[config.mk]
export PLATFORM = sky130hd
export DESIGN_NAME = rsm_front
export DESIGN_NICKNAME = d
export VERILOG_FILES = /design/src/hdl/rsm_pkg.sv /design/src/hdl/rsm_front.sv
export SDC_FILE = /design/constraint.sdc
export NUM_CORES = 1
export LEC_CHECK = 0
export ABC_AREA = 1
export ABC_CLOCK_PERIOD_IN_PS = 5350
export BUFFER_PORTS_ARGS = -buffer_cell sky130_fd_sc_hd__buf_2
export CORE_MARGIN = 2
export CORE_UTILIZATION = 42
export DETAILED_ROUTE_END_ITERATION = 6
export GPL_ROUTABILITY_DRIVEN = 0
export PLACE_DENSITY = 0.66
export SETUP_SLACK_MARGIN = 0.1
export SLEW_MARGIN = 30
export SYNTH_ARGS = -nofsm -noshare
export SYNTH_HDL_FRONTEND = slang
export SYNTH_SLANG_ARGS = --single-unit
[constraint.sdc]
create_clock -name clk -period 5.35 [get_ports clk]
set_input_delay 1.3375 -clock clk [delete_from_list [all_inputs] [get_ports clk]]
set_output_delay 1.3375 -clock clk [all_outputs]
set_load 0.02 [all_outputs]
[src/hdl/rsm_pkg.sv]
`default_nettype none

package rsm_pkg;

  localparam int ID_W         = 64;  // request identifier
  localparam int BEAM_W       = 4;   // beam_count and max_beam_width
  localparam int SLOT_FIELD_W = 6;   // slot field of a result
  localparam int COPY_W       = 9;   // copy_index field of a result
  localparam int IDX_W        = 10;  // slot index, wide enough for the largest table
  localparam int RESULT_LIMIT = 8;   // most results one item may cause
  localparam int MAX_BEAMS    = 8;   // ceiling for max_beam_width writes

  typedef enum logic [1:0] {
    OP_ADD,
    OP_LOOKUP,
    OP_REMOVE,
    OP_EXPAND
  } op_t;

  typedef enum logic [2:0] {
    ST_OK,
    ST_DUP,
    ST_FULL,
    ST_MISSING,
    ST_BEAMS
  } status_t;

  typedef struct packed {
    op_t               op;
    logic [ID_W-1:0]   request_id;
    logic              is_context;
    logic [BEAM_W-1:0] beam_count;
  } cmd_t;

  typedef struct packed {
    status_t                 status;
    logic [SLOT_FIELD_W-1:0] slot;
    logic [COPY_W-1:0]       copy_index;
    logic                    last;
  } res_t;

  // table update from the back end
  typedef struct packed {
    logic             alloc;
    logic             drop;
    logic [IDX_W-1:0] idx;
  } tbl_req_t;

  // registered search results of the table
  typedef struct packed {
    logic             hit;
    logic [IDX_W-1:0] hit_idx;
    logic             full;
    logic [IDX_W-1:0] free_idx;
  } tbl_res_t;

endpackage

`default_nettype wire

[src/hdl/rsm_front.sv]
`default_nettype none

module rsm_front (
  input  wire logic         clk,
  input  wire logic         rst_n,
  input  wire logic         in_tvalid,
  output logic              in_tready,
  input  wire logic [71:0]  in_tdata,   // [63:0] request_id, [67:64] beam_count
  input  wire logic [2:0]   in_tuser,   // [1:0] op, [2] is_context
  output logic              q_valid,
  output rsm_pkg::cmd_t     q_cmd,
  input  wire logic         q_pop
);

  rsm_pkg::cmd_t mem_r [2];
  logic          wr_ptr_r;
  logic          rd_ptr_r;
  logic [1:0]    cnt_r;
  rsm_pkg::cmd_t in_cmd;
  logic          push;
  logic          pop;

  // decode the item into a command
  always_comb begin
    in_cmd.op         = rsm_pkg::op_t'(in_tuser[1:0]);
    in_cmd.request_id = in_tdata[rsm_pkg::ID_W-1:0];
    in_cmd.is_context = in_tuser[2];
    in_cmd.beam_count = in_tdata[rsm_pkg::ID_W +: rsm_pkg::BEAM_W];
  end

  assign in_tready = (cnt_r != 2'd2);
  assign push      = in_tvalid && in_tready;
  assign pop       = q_pop && q_valid;
  assign q_valid   = (cnt_r != 2'd0);
  assign q_cmd     = mem_r[rd_ptr_r];

  always_ff @(posedge clk) begin
    if (!rst_n) begin
      wr_ptr_r <= 1'b0;
      rd_ptr_r <= 1'b0;
      cnt_r    <= 2'd0;
    end else begin
      if (push) wr_ptr_r <= ~wr_ptr_r;
      if (pop) rd_ptr_r <= ~rd_ptr_r;
      case ({push, pop})
        2'b10:   cnt_r <= cnt_r + 2'd1;
        2'b01:   cnt_r <= cnt_r - 2'd1;
        default: cnt_r <= cnt_r;
      endcase
    end
  end

  always_ff @(posedge clk) begin
    if (push) mem_r[wr_ptr_r] <= in_cmd;
  end

`ifndef SYNTHESIS
  a_cnt_bound: assert property (@(posedge clk) disable iff (!rst_n)
    cnt_r != 2'd3)
    else $error("command queue count out of range");
`endif

endmodule

`default_nettype wire

Yosys cells after proc, flatten, opt, wreduce, memory -nomap -nowiden:

Memories as Yosys holds them, arrays and structs flattened. A register that Yosys moved wholly into a read port is not among the register bits.
Index checks and enable logic that the tools add are counted.

* memory bits (writable): 142
* input port bits: 79
* register bits: 4
* bits in latches: 0
* memories kept: 1
* ROM bits: 0

* div/mod/pow operators: 0
* reduce and logical (&&, ||, !) cells: 4
* multiply operators: 0
* multiplexer cells: 5
* equality and inequality tests: 3
* order comparisons: 0
* shift operators: 0
* bitwise gates (word level): 2
* add/sub/neg operators: 2

Memories
* mem_r: words 2, bits a word 71, rd ports 1, clocked after Yosys merged registers in 1, wr ports 1, RTL line rsm_front.sv:15 `rsm_pkg::cmd_t mem_r [2];`

Operators by type and width (count)
* $mux 1: 4
* $pmux 2 s2: 1
* $reduce_bool 2->1: 2
* $add 2x1->2 const B: 1
* $eq 2x1->1 const B: 1
* $eq 2x2->1 const B: 1
* $logic_and 1x1->1: 2
* $ne 2x2->1 const B: 1
* $not 1->1: 2
* $sub 2x1->2 const B: 1

Longest topological paths before layout:

* word-level depth: 4
* depth in mapped cells: 9
* gate-level depth less buffers: 9

Worst setup path after synthesis:

Ideal clock, no wire load.

* path kind: in2reg
* start point: in in_tvalid
* end point: mem mem_r[0][0] (netlist bit), enable pin
* arrival time: 4424 ps
* stages on the path: 2
* path slack: 425 ps
* required time: 4849 ps
* path buffers: 0
* cells stage by stage: nand2_1 nor2_1

* longest elaborated chain between the ends: 3

Ends and longest elaborated chain
* from (decl): RTL line rsm_front.sv:6 `input wire logic in_tvalid,`
* $logic_and 1x1->1: RTL line rsm_front.sv:32 `assign push = in_tvalid && in_tready;`
* $mux 1: RTL line rsm_front.sv:54 `if (push) mem_r[wr_ptr_r] <= in_cmd;`
* $mux 1 (not written as such): RTL line rsm_front.sv:54
* to (decl): RTL line rsm_front.sv:15

Every way passes these cells.

==> metrics <==
CP endpoint kind output pin; critical path cell sequence buf_12 > mux2_2 > buf_2; Reg2Reg Depth 5; top_reg_cell synth edfxtp_1; Critical Path Source Type register; warnings from Yosys 0; Final Max Tran Viols 0; synth-to-layout area growth 25.8%; worst-path maximum fanout 37; setup TNS 0 ns; GRT Total Usage 0.135; WL final 9.17 mm; post-detail-place hpwl approximately 6 mm; worst reg-to-reg setup slack about 3.6 ns; H-Tree Depth 4; final critical-path share of the clock period 0.648; clock latency on the worst-skew pair around 0.41 ns; EDFF count, synth approximately 140; Max Cap Viol 0; initial core utilization 0.432; Die H 121 µm; WL per Instance between 15 and 20 µm; Worst Hold Class register to register; vias per cell approximately 4.6; Worst Path Class, Setup register to output pin; Post-Synthesis Cell Area between 5000 and 6000 µm²; CORE AREA around 13000 µm²; Synth Instances 257; CTS clk-pin slew, worst paths approximately 0.060 ns; skew final 0.00511 ns; sequential share of the synthesized area 0.764; Leak Pwr about 2.8 nW; count leader, synth edfxtp_1; count of final hold-check violations 0; Critical Path RT 4.01 ns; WP data arrival ~2.1 ns; initial antenna violation count 0; largest net degree at the start of global routing between 40 and 50; peak supply drop between 0.0002 and 0.00025 V; total gr overflow 0; Hold Path Sink rd_ptr_r$_SDFFE_PN0P_; first-pass GRT wire length ~15 mm; ANT cells 0; Die ar. between 10000 and 15000 µm²; setup bufs post-CTS 0; Synth cell types 17; Avg Cell Area, Syn between 20 and 25 µm²; Power Density around 460 nW/µm²; number of synthesized register bits 147; Buffers on Ports roughly 150; CTS resizes 0; hold path startpoint rd_ptr_r$_SDFFE_PN0P_; worst r2r src cnt_r[0]$_SDFFE_PN0P_; Finished Cell Area just over 7000 µm²; commonest cells in the netlist edfxtp_1 (142), mux2_4 (70), nand2_1 (10), nor2_1 (9), buf_12 (7); cell taking the most area after synthesis edfxtp_1; CP peak stage delay approximately 0.81 ns; clock buffer depth 2; WHS Path Cells 2; Die W 121 µm; final cell count without fillers about 610; Fmax roughly 290 MHz; Synth area leaders edfxtp_1 (75%), mux2_4 (18%), buf_12 (2.5%), dfxtp_1 (1.8%), nand2_1 (0.66%); total number of vias 2801; Num CTS Buffers 17; layout cells sized above 1 0.579; CTS Sinks approximately 150; dpl cell area around 6600 µm²; CTS tree built; Rel. slew slack 0.513; Nets 500; clk root buf clkbuf_16; RSZ-0062 raised after global routing false; Post-DRT Antenna Nets 0; vias in the first global route between 2000 and 3000; drt pass-1 iters 4; transition time of the tightest slew-check pin 0.730 ns; DRT iter0 DRCs 150; fin crit period between 3 and 4 ns; Boundary Pins roughly 150; status completed; Crit Reg-Reg Endpoint mem_r[0][46]$_DFFE_PP_; hold_buf cts 0; post-synth top area share 0.746; Setup-failing EPs final 0; Cells after DPL 576; crit path max-delay cell type dfxtp_4; Post-synth ARST share 0; Std-Cell Rows 42; drt drc 0; syn_nets 337
[metal layers]
metal,GRT usage,vias to the layer above,part of all wire
met5,0,-,0
met3,0.0524,15,0.080
met2,0.214,104,0.50
met1,0.160,1354,0.40
met4,0.0654,0,0.019
li1,-,1328,-
[flip-flops by register name, indices dropped and copies added (netlist names), named ones only]
signal and cells:
mem_r 142, cnt_r 2, rd_ptr_r 1, wr_ptr_r 1
[where the power goes]
part           internal [W]  switching [W]  leakage [nW]  total, W
logic              0.000330       0.000373          1.21  0.000703
registers           0.00141      0.0000669          1.37   0.00148
clock network      0.000717       0.000408         0.269   0.00113
[worst max-delay path, delay by kind of cell (launching register included)]
| family | cells | cell delay, ns |
|---|---|---|
| buffers and inverters | 2 | 0.51 |
| DFF | 1 | 0.81 |
| muxes | 1 | 0.37 |
[worst max path at each step]
stage	to	slack [ns]	cells after the start	from
finish	q_cmd[60]	1.88	3	register
global route	q_cmd[60]	1.75	3	register
CTS	q_cmd[60]	1.81	3	register
detailed placement	mem_r[0][37]$_DFFE_PP_	2.23	4	in_tvalid
global placement	mem_r[0][36]$_DFFE_PP_	2.25	4	in_tvalid
floorplan	mem_r[0][0]$_DFFE_PP_	0.42	2	in_tvalid
[per-stage QoR]
step	utilization	hold slack (ns)	setup WS (ns)	total power, W
after global routing	0.543	0.542	1.75	0.00346
after global placement	0.498	0.473	2.25	0.00220
after detailed placement	0.498	0.480	2.23	0.00221
after floorplan	-	0.451	0.425	0.00204
final	0.543	0.493	1.88	0.00331
after CTS	0.541	0.497	1.81	0.00335
[layout make-up]
cell class,count,area (µm²)
repair buffers,152,818
clock inverters,14,144
multi-input cells,97,1190
flip-flops and latches,147,4370
clock buffers,17,425
well taps,176,220
fillers,1094,6050
inverters,5,18.8
[kinds of logic after synthesis]
kind of cell,Yosys count,synth area share
multiplexers,71,0.186
flip-flops,147,0.764
AO/OA/AOI/OAI,3,0.00306
adder cells (fa/ha/maj),1,0.00219
AND/OR/NAND/NOR,22,0.0155
buffers and inverters,13,0.0298
[cells in the final DEF (no fill, tap or decap)]
cell type   Yosys  layout
o21ai_0         1       1
a21oi_1         1       1
inv_6           0       1
buf_16          0       1
bufinv_16       0       3
dfxtp_1         5       4
clkbuf_16       0      17
nor2_4          0       2
clkinvlp_4      0       2
clkinv_1        0       8
nand3_1         1       1
buf_2           0     147
o21a_1          1       1
mux2_2          1       1
nand4_1         1       1
buf_12          7       2
mux2_4         70      70
inv_1           4       4
ha_1            1       1
buf_4           0       2
dfxtp_4         0       1
nand2_1        10      10
edfxtp_1      142     142
nor2_1          9       8
inv_2           1       1
Note: power is estimated with default switching activity, not from simulation.
