<file path="src/hdl/rsm_pkg.sv">
`default_nettype none

package rsm_pkg;

  localparam int ID_W         = 64;  // request identifier
  localparam int BEAM_W       = 4;   // beam_count and max_beam_width
  localparam int SLOT_FIELD_W = 6;   // slot field of a result
  localparam int COPY_W       = 9;   // copy_index field of a result
  localparam int IDX_W        = 10;  // slot index, wide enough for the largest table
  localparam int RESULT_LIMIT = 8;   // most results one item may cause
  localparam int MAX_BEAMS    = 8;   // ceiling for max_beam_width writes

  typedef enum logic [1:0] {
    OP_ADD,
    OP_LOOKUP,
    OP_REMOVE,
    OP_EXPAND
  } op_t;

  typedef enum logic [2:0] {
    ST_OK,
    ST_DUP,
    ST_FULL,
    ST_MISSING,
    ST_BEAMS
  } status_t;

  typedef struct packed {
    op_t               op;
    logic [ID_W-1:0]   request_id;
    logic              is_context;
    logic [BEAM_W-1:0] beam_count;
  } cmd_t;

  typedef struct packed {
    status_t                 status;
    logic [SLOT_FIELD_W-1:0] slot;
    logic [COPY_W-1:0]       copy_index;
    logic                    last;
  } res_t;

  // table update from the back end
  typedef struct packed {
    logic             alloc;
    logic             drop;
    logic [IDX_W-1:0] idx;
  } tbl_req_t;

  // registered search results of the table
  typedef struct packed {
    logic             hit;
    logic [IDX_W-1:0] hit_idx;
    logic             full;
    logic [IDX_W-1:0] free_idx;
  } tbl_res_t;

endpackage

`default_nettype wire

</file>
<file path="src/hdl/rsm_back.sv">
`default_nettype none

module rsm_back (
  input  wire logic                        clk,
  input  wire logic                        rst_n,
  input  wire logic [rsm_pkg::BEAM_W-1:0]  max_beam_width,
  input  wire logic                        q_valid,
  input  rsm_pkg::cmd_t                    q_cmd,
  output logic                             q_pop,
  output logic [rsm_pkg::ID_W-1:0]         key,
  output rsm_pkg::tbl_req_t                tbl_req,
  input  rsm_pkg::tbl_res_t                tbl_res,
  output logic                             res_vld,
  output rsm_pkg::res_t                    res,
  input  wire logic                        res_ready
);

  localparam int PROD_W = rsm_pkg::IDX_W + rsm_pkg::BEAM_W;

  typedef enum logic [2:0] {
    S_IDLE,
    S_CMP,
    S_ENC,
    S_DEC,
    S_EMIT
  } state_t;

  state_t                           state_r;
  rsm_pkg::cmd_t                    cmd_r;
  rsm_pkg::res_t                    res_r;
  logic                             res_vld_r;
  logic [rsm_pkg::BEAM_W-1:0]       j_r;
  logic [rsm_pkg::SLOT_FIELD_W-1:0] slot_r;
  logic [rsm_pkg::COPY_W-1:0]       base_r;

  logic                             out_free;
  logic                             res_load;
  logic [PROD_W-1:0]                prod;
  logic [rsm_pkg::COPY_W-1:0]       base;
  logic                             dec_emit;
  logic                             dec_beams;
  rsm_pkg::res_t                    dec_res;
  rsm_pkg::res_t                    emit_res;
  logic                             emit_last;

  assign out_free = !res_vld_r || res_ready;
  assign q_pop    = (state_r == S_IDLE) && q_valid;
  assign key      = cmd_r.request_id;
  assign res_vld  = res_vld_r;
  assign res      = res_r;

  // a new result is loaded into the output register this cycle
  assign res_load = out_free && ((state_r == S_DEC && dec_emit) || state_r == S_EMIT);

  assign prod = PROD_W'(tbl_res.hit_idx) * PROD_W'(max_beam_width);
  assign base = prod[rsm_pkg::COPY_W-1:0];

  // decision on the encoded table search
  always_comb begin
    dec_emit           = 1'b1;
    dec_beams          = 1'b0;
    dec_res.status     = rsm_pkg::ST_OK;
    dec_res.slot       = '0;
    dec_res.copy_index = '0;
    dec_res.last       = 1'b1;
    tbl_req.alloc      = 1'b0;
    tbl_req.drop       = 1'b0;
    tbl_req.idx        = tbl_res.hit_idx;
    if (cmd_r.op == rsm_pkg::OP_ADD) begin
      if (tbl_res.hit) begin
        dec_res.status = rsm_pkg::ST_DUP;
      end else if (tbl_res.full) begin
        dec_res.status = rsm_pkg::ST_FULL;
      end else begin
        dec_res.slot  = rsm_pkg::SLOT_FIELD_W'(tbl_res.free_idx);
        tbl_req.alloc = 1'b1;
        tbl_req.idx   = tbl_res.free_idx;
      end
    end else if (!tbl_res.hit) begin
      dec_res.status = rsm_pkg::ST_MISSING;
    end else begin
      case (cmd_r.op)
        rsm_pkg::OP_LOOKUP: begin
          dec_res.slot = rsm_pkg::SLOT_FIELD_W'(tbl_res.hit_idx);
        end
        rsm_pkg::OP_REMOVE: begin
          dec_res.slot = rsm_pkg::SLOT_FIELD_W'(tbl_res.hit_idx);
          tbl_req.drop = 1'b1;
        end
        rsm_pkg::OP_EXPAND: begin
          if (cmd_r.is_context) begin
            dec_res.slot       = rsm_pkg::SLOT_FIELD_W'(tbl_res.hit_idx);
            dec_res.copy_index = base;
          end else if (cmd_r.beam_count > max_beam_width ||
                       cmd_r.beam_count > rsm_pkg::BEAM_W'(rsm_pkg::RESULT_LIMIT)) begin
            dec_res.status = rsm_pkg::ST_BEAMS;
          end else begin
            // zero beams gives no result at all
            dec_emit  = 1'b0;
            dec_beams = (cmd_r.beam_count != '0);
          end
        end
        default: begin
          dec_res.slot = rsm_pkg::SLOT_FIELD_W'(tbl_res.hit_idx);
        end
      endcase
    end
    if (!(state_r == S_DEC && out_free)) begin
      tbl_req.alloc = 1'b0;
      tbl_req.drop  = 1'b0;
    end
  end

  assign emit_last           = (j_r + rsm_pkg::BEAM_W'(1)) == cmd_r.beam_count;
  assign emit_res.status     = rsm_pkg::ST_OK;
  assign emit_res.slot       = slot_r;
  assign emit_res.copy_index = base_r + rsm_pkg::COPY_W'(j_r);
  assign emit_res.last       = emit_last;

  always_ff @(posedge clk) begin
    if (!rst_n) begin
      state_r   <= S_IDLE;
      res_vld_r <= 1'b0;
    end else begin
      if (res_load) res_vld_r <= 1'b1;
      else if (res_ready) res_vld_r <= 1'b0;
      case (state_r)
        S_IDLE: begin
          if (q_valid) begin
            cmd_r   <= q_cmd;
            state_r <= S_CMP;
          end
        end
        S_CMP: state_r <= S_ENC;
        S_ENC: state_r <= S_DEC;
        S_DEC: begin
          if (out_free) begin
            if (dec_emit) begin
              res_r     <= dec_res;
              state_r   <= S_IDLE;
            end else if (dec_beams) begin
              j_r     <= '0;
              slot_r  <= rsm_pkg::SLOT_FIELD_W'(tbl_res.hit_idx);
              base_r  <= base;
              state_r <= S_EMIT;
            end else begin
              state_r <= S_IDLE;
            end
          end
        end
        S_EMIT: begin
          if (out_free) begin
            res_r     <= emit_res;
            j_r       <= j_r + rsm_pkg::BEAM_W'(1);
            if (emit_last) state_r <= S_IDLE;
          end
        end
        default: state_r <= S_IDLE;
      endcase
    end
  end

`ifndef SYNTHESIS
  a_err_shape: assert property (@(posedge clk) disable iff (!rst_n)
    (res_vld_r && res_r.status != rsm_pkg::ST_OK) |->
      (res_r.last && res_r.slot == '0 && res_r.copy_index == '0))
    else $error("error result carries slot or copy index");
`endif

endmodule

`default_nettype wire

</file>
<file path="config.mk">
export PLATFORM = sky130hd
export DESIGN_NAME = rsm_back
export DESIGN_NICKNAME = d
export VERILOG_FILES = /design/src/hdl/rsm_pkg.sv /design/src/hdl/rsm_back.sv
export SDC_FILE = /design/constraint.sdc
export NUM_CORES = 1
export LEC_CHECK = 0
export BUFFER_PORTS_ARGS = -buffer_cell sky130_fd_sc_hd__buf_2
export CORE_MARGIN = 2
export CORE_UTILIZATION = 45
export DETAILED_ROUTE_END_ITERATION = 12
export GPL_TIMING_DRIVEN = 1
export HOLD_SLACK_MARGIN = 0.1
export PLACE_DENSITY = 0.88
export SETUP_SLACK_MARGIN = 0.4
export SYNTH_ARGS = -nofsm -noshare
export SYNTH_HDL_FRONTEND = slang
export SYNTH_SLANG_ARGS = --single-unit
</file>
<file path="constraint.sdc">
create_clock -name clk -period 4.3 [get_ports clk]
set_input_delay 0.215 -clock clk [delete_from_list [all_inputs] [get_ports clk]]
set_output_delay 0.215 -clock clk [all_outputs]
set_load 0.02 [all_outputs]
</file>
---- After elaboration in Yosys (flattened, before gate mapping) ----
Cells that the tools add are included.
word-level totals
  register bits ........................... 113
  bits in latches ......................... 0
  memory bits (writable) .................. 0
  bits in read-only memories .............. 0
  input port bits ......................... 101
  output and inout bits ................... 97
  word-level logic and storage cells ...... 103
  memories kept ........................... 0
cells by class
  add/subtract/negate cells ............... 2
  $mul .................................... 1
  div/mod/pow operators ................... 0
  $lt $le $gt $ge ......................... 2
  equality and inequality tests ........... 14
  shift-type cells ........................ 0
  mux-type cells .......................... 52
  bitwise gates (word level) .............. 1
  reductions and logical operators ........ 18
operators with widths
  kind                   number
  $mux W19               3
  $pmux W19 S2           1
  $mux W10               3
  $mux W15               2
  $mux W3                10
  $mux W9                3
  $mux W1                18
  $mux W6                3
  $mux W4                4
  $pmux W3 S5            1
  $ne A2 B2 Y1 const B   7
  $mul A10 B4 Y9         1
  $reduce_and A5 Y1      2
  $add A9 B4 Y9          1
  $pmux W4 S2            1
  $eq A3 B2 Y1 const B   2
  $mux W2                3
  $reduce_and A6 Y1      1
  $add A4 B1 Y4 const B  1
  $eq A2 B2 Y1 const B   2
  $eq A4 B4 Y1           1
  $gt A4 B4 Y1           1
  $gt A4 B4 Y1 const B   1
  $logic_and A1 B1 Y1    4
  11 further kinds       14

---- Depth between registers and ports, before layout ----
Gate-level depths: netlist of the first run.
  depth in word-level cells ............... 11
  gate-level depth with buffers ........... 11
  gate-level depth less buffers ........... 11

---- Worst setup path before layout of the first run ----
Ideal clock, no wire load.
  path kind ............................... flip-flop to flip-flop
  start ................................... register state_r[2]
  end ..................................... register cmd_r[0] (netlist name), enable pin
  setup time .............................. 0.500 ns
  data arrival time ....................... 3.605 ns
  required time ........................... 3.800 ns
  setup slack ............................. 0.194 ns
  cell stages (with the launch flop) ...... 4
  path buffers ............................ 1
  clock period less this slack ............ 4.106 ns
  path through ............................ dfxtp_1 -> clkbuf_1 -> nand2b_1 -> nor2_1
on the way
  word-level cells in the longest chain between the ends .. 2
RTL lines
  item                         RTL line         source
  from (decl)                  rsm_back.sv:28   state_t state_r;
  from (signal assigned)       rsm_back.sv:122  state_r <= S_IDLE;
  from (signal assigned)       rsm_back.sv:131  state_r <= S_CMP;
  from (signal assigned)       rsm_back.sv:134  S_CMP: state_r <= S_ENC;
  $logic_not A3 Y1             rsm_back.sv:127  case (state_r)
  $reduce_and A3 Y1 (no line)  n/a
  to (signal assigned)         rsm_back.sv:130  cmd_r <= q_cmd;
  to (decl)                    rsm_back.sv:29   rsm_pkg::cmd_t cmd_r;
Every way passes these cells.
A chain may end at the register's enable or synchronous reset.

---- Final worst setup path of the first run ----
  start ................................... input port tbl_res[12] (netlist name)
  end ..................................... register res_r (netlist bit res[9]), data pin
on the way
  word-level cells in the longest chain between the ends .. 8
RTL lines
  item                  RTL line         source
  from (decl)           rsm_back.sv:12   input rsm_pkg::tbl_res_t tbl_res,
  $mul A10 B4 Y9        rsm_back.sv:55   assign prod = PROD_W'(tbl_res.hit_idx) * PROD_W'(max_beam_width);
  net prod[8]           rsm_back.sv:38   logic [PROD_W-1:0] prod;
  $mux W15              rsm_back.sv:91   if (cmd_r.is_context) begin
  $mux W9               rsm_back.sv:82   case (cmd_r.op)
  $mux W15              rsm_back.sv:79   end else if (!tbl_res.hit) begin
  $mux W9               rsm_back.sv:69   if (cmd_r.op == rsm_pkg::OP_ADD) begin
  $mux W19              rsm_back.sv:138  if (dec_emit) begin
  $mux W19              rsm_back.sv:137  if (out_free) begin
  $pmux W19 S2          rsm_back.sv:127
  to (signal assigned)  rsm_back.sv:139  res_r <= dec_res;
  to (signal assigned)  rsm_back.sv:153  res_r <= emit_res;
  to (decl)             rsm_back.sv:30   rsm_pkg::res_t res_r;
The timed path passes the listed nets, and every way through them passes these cells. The select of a mux whose other input is x is not followed.

==> metrics.csv, run 1 <==
stage,metric,value,unit
floorplan,Placement Rows,40,
critical_path,crit path launch type,input pin,
logic_synthesis,Cells after Synth,426,
timing,RSZ-0062 raised after global routing,no,
place,GP Congestion,0.7986,
min_path,Hold Crit Class,input pin to flop,
cells_and_area,Fillers,885,
clock_tree,post_cts resized,0,
power,Power Dens Cells,420.4,nW/µm²
power,VDD IR-drop max,0.2548,mV
clock_tree,CTS root buf,clkbuf_16,
cells_and_area,share of layout cells above drive strength 1,36.30,%
clock_tree,CTS Sinks,113,
detailed_routing,Vias,4012,
floorplan,io pins,198,
clock_tree,CTS max path bufs,2,
cells_and_area,Area Growth Syn to Fin,37.30,%
logic_synthesis,"count leader, synth",edfxtp_1,
global_routing,first-pass GRT wire length,20540,µm
place,number of port buffers,197,
critical_path,WP buf/inv,4,
timing,Final Hold Vio Count,0,
logic_synthesis,post-synth top area share,58.39,%
logic_synthesis,Synth Area in Compound Gates,5.759,%
detailed_routing,DRC,0,
detailed_routing,via density per instance,4.822,
global_routing,vias in the first global route,4155,
critical_path,CP Class,input pin to flop,
timing,Worst-Margin Slew,1196,ps
cells_and_area,diodes inserted,0,
critical_path,CP required,4460,ps
logic_synthesis,Synth cell types,47,
clock_tree,Num CTS Buffers,17,
timing,final setup fails,0,
floorplan,DIE AREA,13370,µm²
logic_synthesis,"Seq/Total Area, Yosys",59.82,%
power,LEAKAGE,3.279,nW
detailed_routing,drt first pass iters,4,
critical_path,Worst path slowest cell,dlygate4sd3_1,
logic_synthesis,"flops & latches, synth",113,
timing,worst rel slew slack,20.25,%
critical_path,Worst R2R Start,cmd_r[2]$_DFFE_PP_,
timing,Post-Route Skew,5.704,ps
detailed_routing,"antenna viol nets, final",0,
logic_synthesis,commonest cells in the synthesized netlist,"109 x edfxtp_1, 65 x buf_4, 32 x nand2_1",
flow_run,max cap viols,0,
clock_tree,clock insertion delay at the later pin of the skew report,400,ps
critical_path,CP Depth,13,
logic_synthesis,ys async rst share,0,%
clock_tree,Post-CTS Setup Bufs,0,
logic_synthesis,dominant cells by area after synthesis,"edfxtp_1 58%, buf_4 8.7%, fa_1 4.3%, ha_1 4.0%, nand2_1 2.1%",
critical_path,Max stage delay on crit path,530,ps
detailed_routing,per-cell routed wire length,16.45,µm
logic_synthesis,"Top FF cell, synth",edfxtp_1,
critical_path,CP Data Arrival Time,3430,ps
floorplan,Die X,115.6,µm
logic_synthesis,Yosys Warn Count,0,
critical_path,CP cell instances,"dlygate4sd3_1, buf_2, and2_2, fa_1, inv_1, fa_1, inv_1, ha_1, a211oi_1, o21bai_1, a21oi_1, xnor2_1, a22o_1",
critical_path,RR Endpoint,res[6]$_DFFE_PP_,
clock_tree,H-tree levels,4,
detailed_routing,Post-Route WL,13690,µm
timing,setup_tns,0,ps
critical_path,crit-path max FO,7,
logic_synthesis,cell taking the most area after synthesis,edfxtp_1,
critical_path,Reg2Reg Depth,6,
critical_path,CP endpoint kind,flop,
global_routing,GRT overflow,0,
global_routing,antenna violations before repair,0,
floorplan,starting density of the core,46.47,%
critical_path,CP endpoint,res[9]$_DFFE_PP_,
global_routing,pin count of the biggest net entering global routing,44,
place,placed cell areas,6322,µm²
timing,max-slew violation count,0,
cells_and_area,nets,782,
cells_and_area,multi-input logic area,1649,µm²
logic_synthesis,Adder-Cell Fraction of Synth Area,8.304,%
timing,Max Freq,306.1,MHz
cells_and_area,FF+latch area,3353,µm²
timing,min Tclk post-route,3266,ps
logic_synthesis,"EDFF count, synth",109,
critical_path,Reg2Reg Setup Slack,1430,ps
logic_synthesis,post-synthesis mux area share,2.188,%
place,Post-DP HPWL,9026,µm
clock_tree,CTS tree,done,
logic_synthesis,"Cell Area, Synth",5605,µm²
detailed_routing,DRT iter0 DRCs,334,
logic_synthesis,main combinational cell family by area after synthesis,buffers and inverters,
logic_synthesis,Mapped Avg Cell Area,13.16,µm²
floorplan,core area,12060,µm²
timing,Final period util,75.97,%
logic_synthesis,xor/xnor share of the synthesized area,3.638,%
global_routing,gr usage total,20.43,%
cells_and_area,Final Instance Area,7696,µm²
critical_path,crit path from,tbl_res[12],
outcome,status,completed,
logic_synthesis,Post-Syn Nets,557,
floorplan,die height,115.6,µm
critical_path,Top delay family on crit path,adder cells,
logic_synthesis,Simple-Gate Fraction of Synth Area,9.219,%
clock_tree,clk slew on worst S/H paths,50,ps
-- timing repair --
action | 4_1_cts | 5_1_grt
hold buffers | 78 | 0
setup endpoints to repair | 0 | 0
hold endpoints to repair | 78 | 0
-- per-layer routing --
metal	vias up	GRT usage [%]	wire, µm
met1	1904	22.02	5153
met3	24	5.178	992
met5	-	0	0
li1	1897	-	-
met4	0	10.71	331
met2	187	36.92	7207
-- registers in the layout, summed over array words and instances (netlist names) --
register / cells
base_r: 9
cmd_r: 7
j_r: 4
key: 64
res: 19
res_vld: 1
slot_r: 6
state_r: 3
-- placed cells by master, fill, tap and decap left out, types with 4 or more instances in the layout --
cell / synthesis / routed
buf_2: 4 / 197
edfxtp_1: 109 / 109
dlygate4sd3_1: 0 / 78
nand2_1: 32 / 32
inv_1: 27 / 27
nor2_1: 28 / 27
ha_1: 18 / 18
clkbuf_16: 0 / 17
and2_1: 13 / 13
fa_1: 12 / 12
a21oi_1: 12 / 11
xnor2_1: 10 / 10
mux2_1: 10 / 10
o21ai_1: 9 / 9
xor2_1: 7 / 7
nor3_1: 7 / 7
a221oi_1: 6 / 6
a21o_1: 5 / 5
clkinvlp_4: 0 / 5
dfxtp_1: 4 / 4
-- power breakdown --
group	leakage, nW	internal, mW	switching [mW]
Combinational	1.97	0.218	0.293
Clock	0.276	0.904	0.498
Sequential	1.04	1.30	0.0268
Total	3.28	2.42	0.818
-- tightest hold or removal path, delay by kind of cell --
kind	cells	cell delay [ps]
buffers and inverters	1	90
AND/OR/NAND/NOR	3	210
-- metrics by stage --
step / power [mW] / cells / hold WS [ps] / util [%] / worst slack (ps)
after floorplan: 1.674 / 426 / 313.9 / - / 965.8
after global placement: 1.774 / 722 / 391.2 / 52.42 / 1202
after detailed placement: 1.793 / 722 / 393.1 / 52.42 / 1160
after CTS: 3.242 / 832 / 125.9 / 63.81 / 1030
after global routing: 3.366 / 832 / 150.6 / 63.81 / 843.9
final: 3.236 / 832 / 152.1 / 63.81 / 1034
-- cells by family after synthesis --
logic type               Yosys count
AO/OA/AOI/OAI                     49
multiplexers                      11
flip-flops                       113
adder cells (fa/ha/maj)           30
AND/OR/NAND/NOR                  104
XOR/XNOR                          20
buffers and inverters             99
-- final cells by class --
| class | count | area share (%) |
|---|---|---|
| flip-flops and latches | 113 | 43.57 |
| well taps | 168 | 2.731 |
| clock inverters | 15 | 2.179 |
| repair buffers | 278 | 23.25 |
| clock buffers | 17 | 5.528 |
| inverters | 27 | 1.317 |
| multi-input cells | 214 | 21.43 |
-- worst min path at each step --
stage / from / endpoint / slack [ps] / cells past startpoint
after global placement: q_cmd[11] / key[6]$_DFFE_PP_ / 390 / 1
after CTS: res_ready / state_r[1]$_SDFFE_PN0P_ / 130 / 4
final: res_ready / state_r[1]$_SDFFE_PN0P_ / 150 / 4
after global routing: res_ready / state_r[1]$_SDFFE_PN0P_ / 150 / 4
after floorplan: q_cmd[0] / cmd_r[0]$_DFFE_PP_ / 310 / 0
after detailed placement: q_cmd[9] / key[4]$_DFFE_PP_ / 390 / 1
(Power assumes the default switching activity.)
==> inputs of run 2 (changes only) <==
==> constraint.sdc (replaced) <==
create_clock -name clk -period 2.7 [get_ports clk]
set_input_delay 0.135 -clock clk [delete_from_list [all_inputs] [get_ports clk]]
set_output_delay 0.135 -clock clk [all_outputs]
set_load 0.02 [all_outputs]
==> metrics.csv, run 2 (same netlist as run 1, synthesis figures left out) <==
stage,metric,value,unit
critical_path,cell with the most instances on the worst path,fa_1,
critical_path,Top delay family on crit path,adder cells,
detailed_routing,Vias,4218,
power,VDD IR-drop max,0.3905,mV
place,GP Congestion,0.8613,
critical_path,CP required,2860,ps
global_routing,vias in the first global route,4332,
floorplan,die height,115.6,µm
detailed_routing,drt first pass iters,4,
place,Inst Count DP,738,
cells_and_area,most frequent cells in the layout,"191 x buf_2, 109 x edfxtp_1, 84 x dlygate4sd3_1",
detailed_routing,DRT iter0 DRCs,335,
cells_and_area,nets,810,
cells_and_area,share of layout cells above drive strength 1,40.75,%
place,pre-CTS setup slack,-138.7,ps
detailed_routing,Post-Route WL,14440,µm
floorplan,starting density of the core,46.47,%
global_routing,GRT overflow,0,
timing,worst rel slew slack,57.63,%
cells_and_area,"leading cell type in the layout, fill and taps excluded",buf_2,
timing,worst setup margin,391.4,ps
clock_tree,CTS tree,done,
critical_path,crit path launch type,input pin,
critical_path,CP Class,input pin to flop,
timing,RSZ-0062 raised after global routing,yes,
power,Power Dens Cells,647.3,nW/µm²
critical_path,CP Data Arrival Time,2460,ps
floorplan,Die X,115.6,µm
timing,Hold WS,150.6,ps
timing,Final Hold Vio Count,0,
min_path,Hold Crit Class,input pin to flop,
floorplan,io pins,198,
timing,min Tclk post-route,2309,ps
clock_tree,CTS root buf,clkbuf_16,
clock_tree,CTS max path bufs,2,
timing,final setup fails,0,
power,total chip power,5.253,mW
cells_and_area,Largest register FFs,64,
cells_and_area,Area Growth Syn to Fin,44.78,%
critical_path,WP buf/inv,3,
floorplan,Placement Rows,40,
flow_run,max cap viols,0,
detailed_routing,per-cell routed wire length,16.77,µm
clock_tree,Num CTS Buffers,17,
global_routing,pin count of the biggest net entering global routing,65,
cells_and_area,Fillers,803,
global_routing,first-pass GRT wire length,21190,µm
critical_path,Max stage delay on crit path,520,ps
place,number of port buffers,197,
clock_tree,H-tree levels,4,
floorplan,DIE AREA,13370,µm²
critical_path,CP cell instances,"buf_12, and2_4, fa_1, inv_1, fa_1, inv_2, ha_4, a21oi_2, o21ai_1, xor2_1, a211o_1",
clock_tree,clk slew on worst S/H paths,60,ps
cells_and_area,fin cells,861,
detailed_routing,via density per instance,4.899,
timing,max-slew violation count,0,
detailed_routing,DRC,0,
critical_path,Worst path slowest cell,fa_1,
critical_path,crit-path max FO,7,
timing,Max Freq,433.2,MHz
timing,Post-Route Skew,8.070,ps
place,Post-DP HPWL,9359,µm
timing,Final period util,85.51,%
floorplan,core area,12060,µm²
outcome,status,completed,
power,LEAKAGE,3.448,nW
clock_tree,clock insertion delay at the later pin of the skew report,410,ps
detailed_routing,"antenna viol nets, final",0,
timing,Worst-Margin Slew,632.1,ps
clock_tree,CTS Sinks,113,
global_routing,antenna violations before repair,0,
critical_path,CP endpoint kind,flop,
global_routing,gr usage total,21.16,%
run 2: changes by cell type in the layout (fill, tap and decap cells not counted), moves of 3 or more:
cell           change
buf_4             +19
buf_2              -6
dlygate4sd3_1      +6
buf_6              +4
ha_1               -4
ha_4               +4
inv_1              -4
inv_2              +4
buf_12             +3
clkinv_4           +3
nand2_1            -3
run 2: repair_timing:
item	in CTS	in global routing
endpoints found under the setup margin	22	42
endpoints found under the hold margin	85	0
setup buffers	5	1
pin swaps	13	5
hold buffers	84	0
resized for setup	19	3
run 2: stage by stage:
stage / cell area, µm² / setup TNS [ps] / utilization, %
final: 8115 / 0 / 67.28
after global routing: 8113 / 0 / 67.26
after CTS: 8095 / 0 / 67.12
after detailed placement: 6554 / -342.3 / 54.34
after global placement: 6554 / -119.2 / 54.34
after floorplan: 5709 / 0 / -
run 2: path summary, 6_finish.rpt:
check | depth (start not counted) | slack, ps | startpoint | to
max | 11 | 390 | max_beam_width[1] | res[8]$_DFFE_PP_
min | 3 | 150 | tbl_res[0] | res[10]$_DFFE_PP_
max reg2reg | 6 | 490 | cmd_r[1]$_DFFE_PP_ | base_r[3]$_DFFE_PP_
min reg2reg | 2 | 560 | slot_r[1]$_DFFE_PP_ | res[11]$_DFFE_PP_
run 2: layout make-up:
type	count	area, µm²	area share, %
sequential	113	3353	41.32
clock inverter	14	156.4	1.927
multi-input combinational	214	1765	21.75
timing repair buffer	306	2097	25.84
inverter	27	101.3	1.249
clock buffer	18	429.2	5.288
antenna	1	2.502	0.03084
tap	168	210.2	2.590
run 2: power by group:
group / internal, mW / switching, mW
clock: 1.37 / 0.814
sequential: 2.06 / 0.0420
combinational: 0.455 / 0.512
total: 3.89 / 1.37
run 2: per-layer routing:
layer	part of all wire [%]	vias to the layer above	global-route usage, %
met5	0	-	0
met4	3.4	0	11.98
met3	8.0	39	6.642
met2	53	225	38.01
met1	36	2002	21.79
li1	-	1952	-
run 2: tightest hold or removal path: stages:
cell and delay, ps:
buf_2 100, a221oi_1 70, nor2_1 120
==> inputs of run 3 (changes only) <==
--- a/config.mk
+++ b/config.mk
@@ -6,12 +6,12 @@
 export NUM_CORES = 1
 export LEC_CHECK = 0
 export BUFFER_PORTS_ARGS = -buffer_cell sky130_fd_sc_hd__buf_2
-export CORE_MARGIN = 2
-export CORE_UTILIZATION = 45
+export CORE_MARGIN = 5
+export CORE_UTILIZATION = 54
 export DETAILED_ROUTE_END_ITERATION = 12
 export GPL_TIMING_DRIVEN = 1
 export HOLD_SLACK_MARGIN = 0.1
-export PLACE_DENSITY = 0.88
+export PLACE_DENSITY = 0.95
 export SETUP_SLACK_MARGIN = 0.4
 export SYNTH_ARGS = -nofsm -noshare
 export SYNTH_HDL_FRONTEND = slang
==> constraint.sdc (replaced) <==
create_clock -name clk -period 3 [get_ports clk]
set_input_delay 0.15 -clock clk [delete_from_list [all_inputs] [get_ports clk]]
set_output_delay 0.15 -clock clk [all_outputs]
set_load 0.02 [all_outputs]
==> metrics.csv, run 3 (same netlist as run 1, synthesis figures left out) <==
stage,metric,value,unit
cells_and_area,diodes inserted,0,
cells_and_area,Finished Core Util,76.53,%
outcome,status,completed,
floorplan,core area,10230,µm²
detailed_routing,per-cell routed wire length,18.91,µm
critical_path,crit-path max FO,9,
detailed_routing,via density per instance,5.186,
cells_and_area,Final Instance Area,7830,µm²
floorplan,starting density of the core,54.79,%
timing,min Tclk post-route,2423,ps
global_routing,antenna violations before repair,0,
place,Inst Count DP,694,
clock_tree,CTS Sinks,113,
clock_tree,Post-CTS Setup Bufs,0,
place,GP Congestion,0.8598,
place,pre-CTS setup slack,133.2,ps
power,Power Dens Cells,590.7,nW/µm²
clock_tree,cts hold-fix bufs,88,
clock_tree,CTS tree,done,
clock_tree,clk slew on worst S/H paths,60,ps
detailed_routing,drt first pass iters,5,
critical_path,Reg2Reg Setup Slack,640,ps
critical_path,crit path launch type,input pin,
floorplan,DIE AREA,12520,µm²
timing,worst rel slew slack,53.08,%
clock_tree,Num CTS Buffers,17,
critical_path,crit path from,max_beam_width[1],
clock_tree,H-tree levels,4,
timing,setup_tns,0,ps
critical_path,cell with the most instances on the worst path,fa_1,
critical_path,CP required,3260,ps
floorplan,die height,111.9,µm
cells_and_area,multi-input logic area,1698,µm²
timing,Final period util,80.76,%
flow_run,max cap viols,0,
cells_and_area,most frequent cells in the layout,"197 x buf_2, 109 x edfxtp_1, 88 x dlygate4sd3_1",
cells_and_area,nets,796,
detailed_routing,DRT iter0 DRCs,378,
cells_and_area,Largest register FFs,64,
clock_tree,clock insertion delay at the later pin of the skew report,510,ps
power,VDD IR-drop max,0.3767,mV
floorplan,Placement Rows,37,
clock_tree,CTS max path bufs,2,
min_path,worst hold start,tbl_res[11],
power,total chip power,4.625,mW
cells_and_area,"leading cell type in the layout, fill and taps excluded",buf_2,
cells_and_area,fin cells,814,
critical_path,Top delay family on crit path,adder cells,
timing,Worst-Margin Slew,700.6,ps
detailed_routing,Vias,4221,
timing,Post-Route Skew,5.708,ps
timing,Final Hold Vio Count,0,
cells_and_area,Fillers,621,
detailed_routing,DRC,0,
timing,max-slew violation count,0,
floorplan,Die X,111.9,µm
detailed_routing,Post-Route WL,15390,µm
cells_and_area,FF+latch area,3353,µm²
global_routing,first-pass GRT wire length,24200,µm
critical_path,CP Class,input pin to flop,
floorplan,io pins,198,
place,Post-DP HPWL,9621,µm
critical_path,CP endpoint kind,flop,
min_path,Hold Crit Class,input pin to flop,
critical_path,Worst path slowest cell,fa_1,
clock_tree,CTS root buf,clkbuf_8,
timing,Max Freq,412.8,MHz
place,placed cell areas,6374,µm²
cells_and_area,Area Growth Syn to Fin,39.69,%
timing,RSZ-0062 raised after global routing,no,
timing,worst setup margin,577.3,ps
global_routing,gr usage total,24.98,%
timing,Hold WS,141.6,ps
global_routing,GRT overflow,0,
global_routing,pin count of the biggest net entering global routing,65,
critical_path,CP Data Arrival Time,2690,ps
detailed_routing,"antenna viol nets, final",0,
critical_path,WP buf/inv,2,
place,number of port buffers,197,
clock_tree,post_cts resized,0,
timing,final setup fails,0,
global_routing,vias in the first global route,4545,
critical_path,CP cell instances,"buf_2, nand2_1, fa_1, fa_1, inv_1, ha_1, a21o_1, a21oi_2, o21ai_1, xor2_1, a211o_1",
power,LEAKAGE,3.341,nW
critical_path,Worst R2R Start,cmd_r[1]$_DFFE_PP_,
cells_and_area,share of layout cells above drive strength 1,37.17,%
critical_path,Max stage delay on crit path,500,ps
-- run 3: layout make-up --
| class | count | area share [%] |
|---|---|---|
| flip-flops and latches | 113 | 42.83 |
| repair buffers | 292 | 24.67 |
| multi-input cells | 214 | 21.68 |
| clock buffers | 17 | 5.289 |
| well taps | 136 | 2.173 |
| clock inverters | 15 | 2.061 |
| inverters | 27 | 1.294 |
-- run 3: path summary, 6_finish.rpt --
path,endpoint,cells after the start
setup / recovery,res[8]$_DFFE_PP_,11
hold / removal,res[10]$_DFFE_PP_,3
setup reg to reg,base_r[7]$_DFFE_PP_,6
hold reg to reg,res[13]$_DFFE_PP_,2
-- run 3: worst reg2reg max path: cells and delay by family, from the launching register on --
family / cells / cell delay (ps)
simple gates: 2 / 440
buf+inv: 1 / 300
flops: 1 / 460
compound gates: 2 / 500
fa+ha+maj: 1 / 330
-- run 3: power breakdown --
| group | total (mW) | internal [mW] | switching [mW] | leakage [nW] |
|---|---|---|---|---|
| sequential | 1.90 | 1.86 | 0.0393 | 1.04 |
| combinational | 0.802 | 0.352 | 0.449 | 2.03 |
| clock | 1.93 | 1.19 | 0.740 | 0.274 |
| total | 4.63 | 3.40 | 1.23 | 3.34 |
-- run 3: metal layers --
layer | global-route usage, % | up-vias | part of all wire, % | wire, µm
met2 | 46.60 | 240 | 55 | 8436
met1 | 26.84 | 2026 | 35 | 5415
li1 | - | 1923 | - | -
met3 | 6.957 | 32 | 7.6 | 1164
met5 | 0 | - | 0 | 0
met4 | 9.002 | 0 | 2.4 | 372
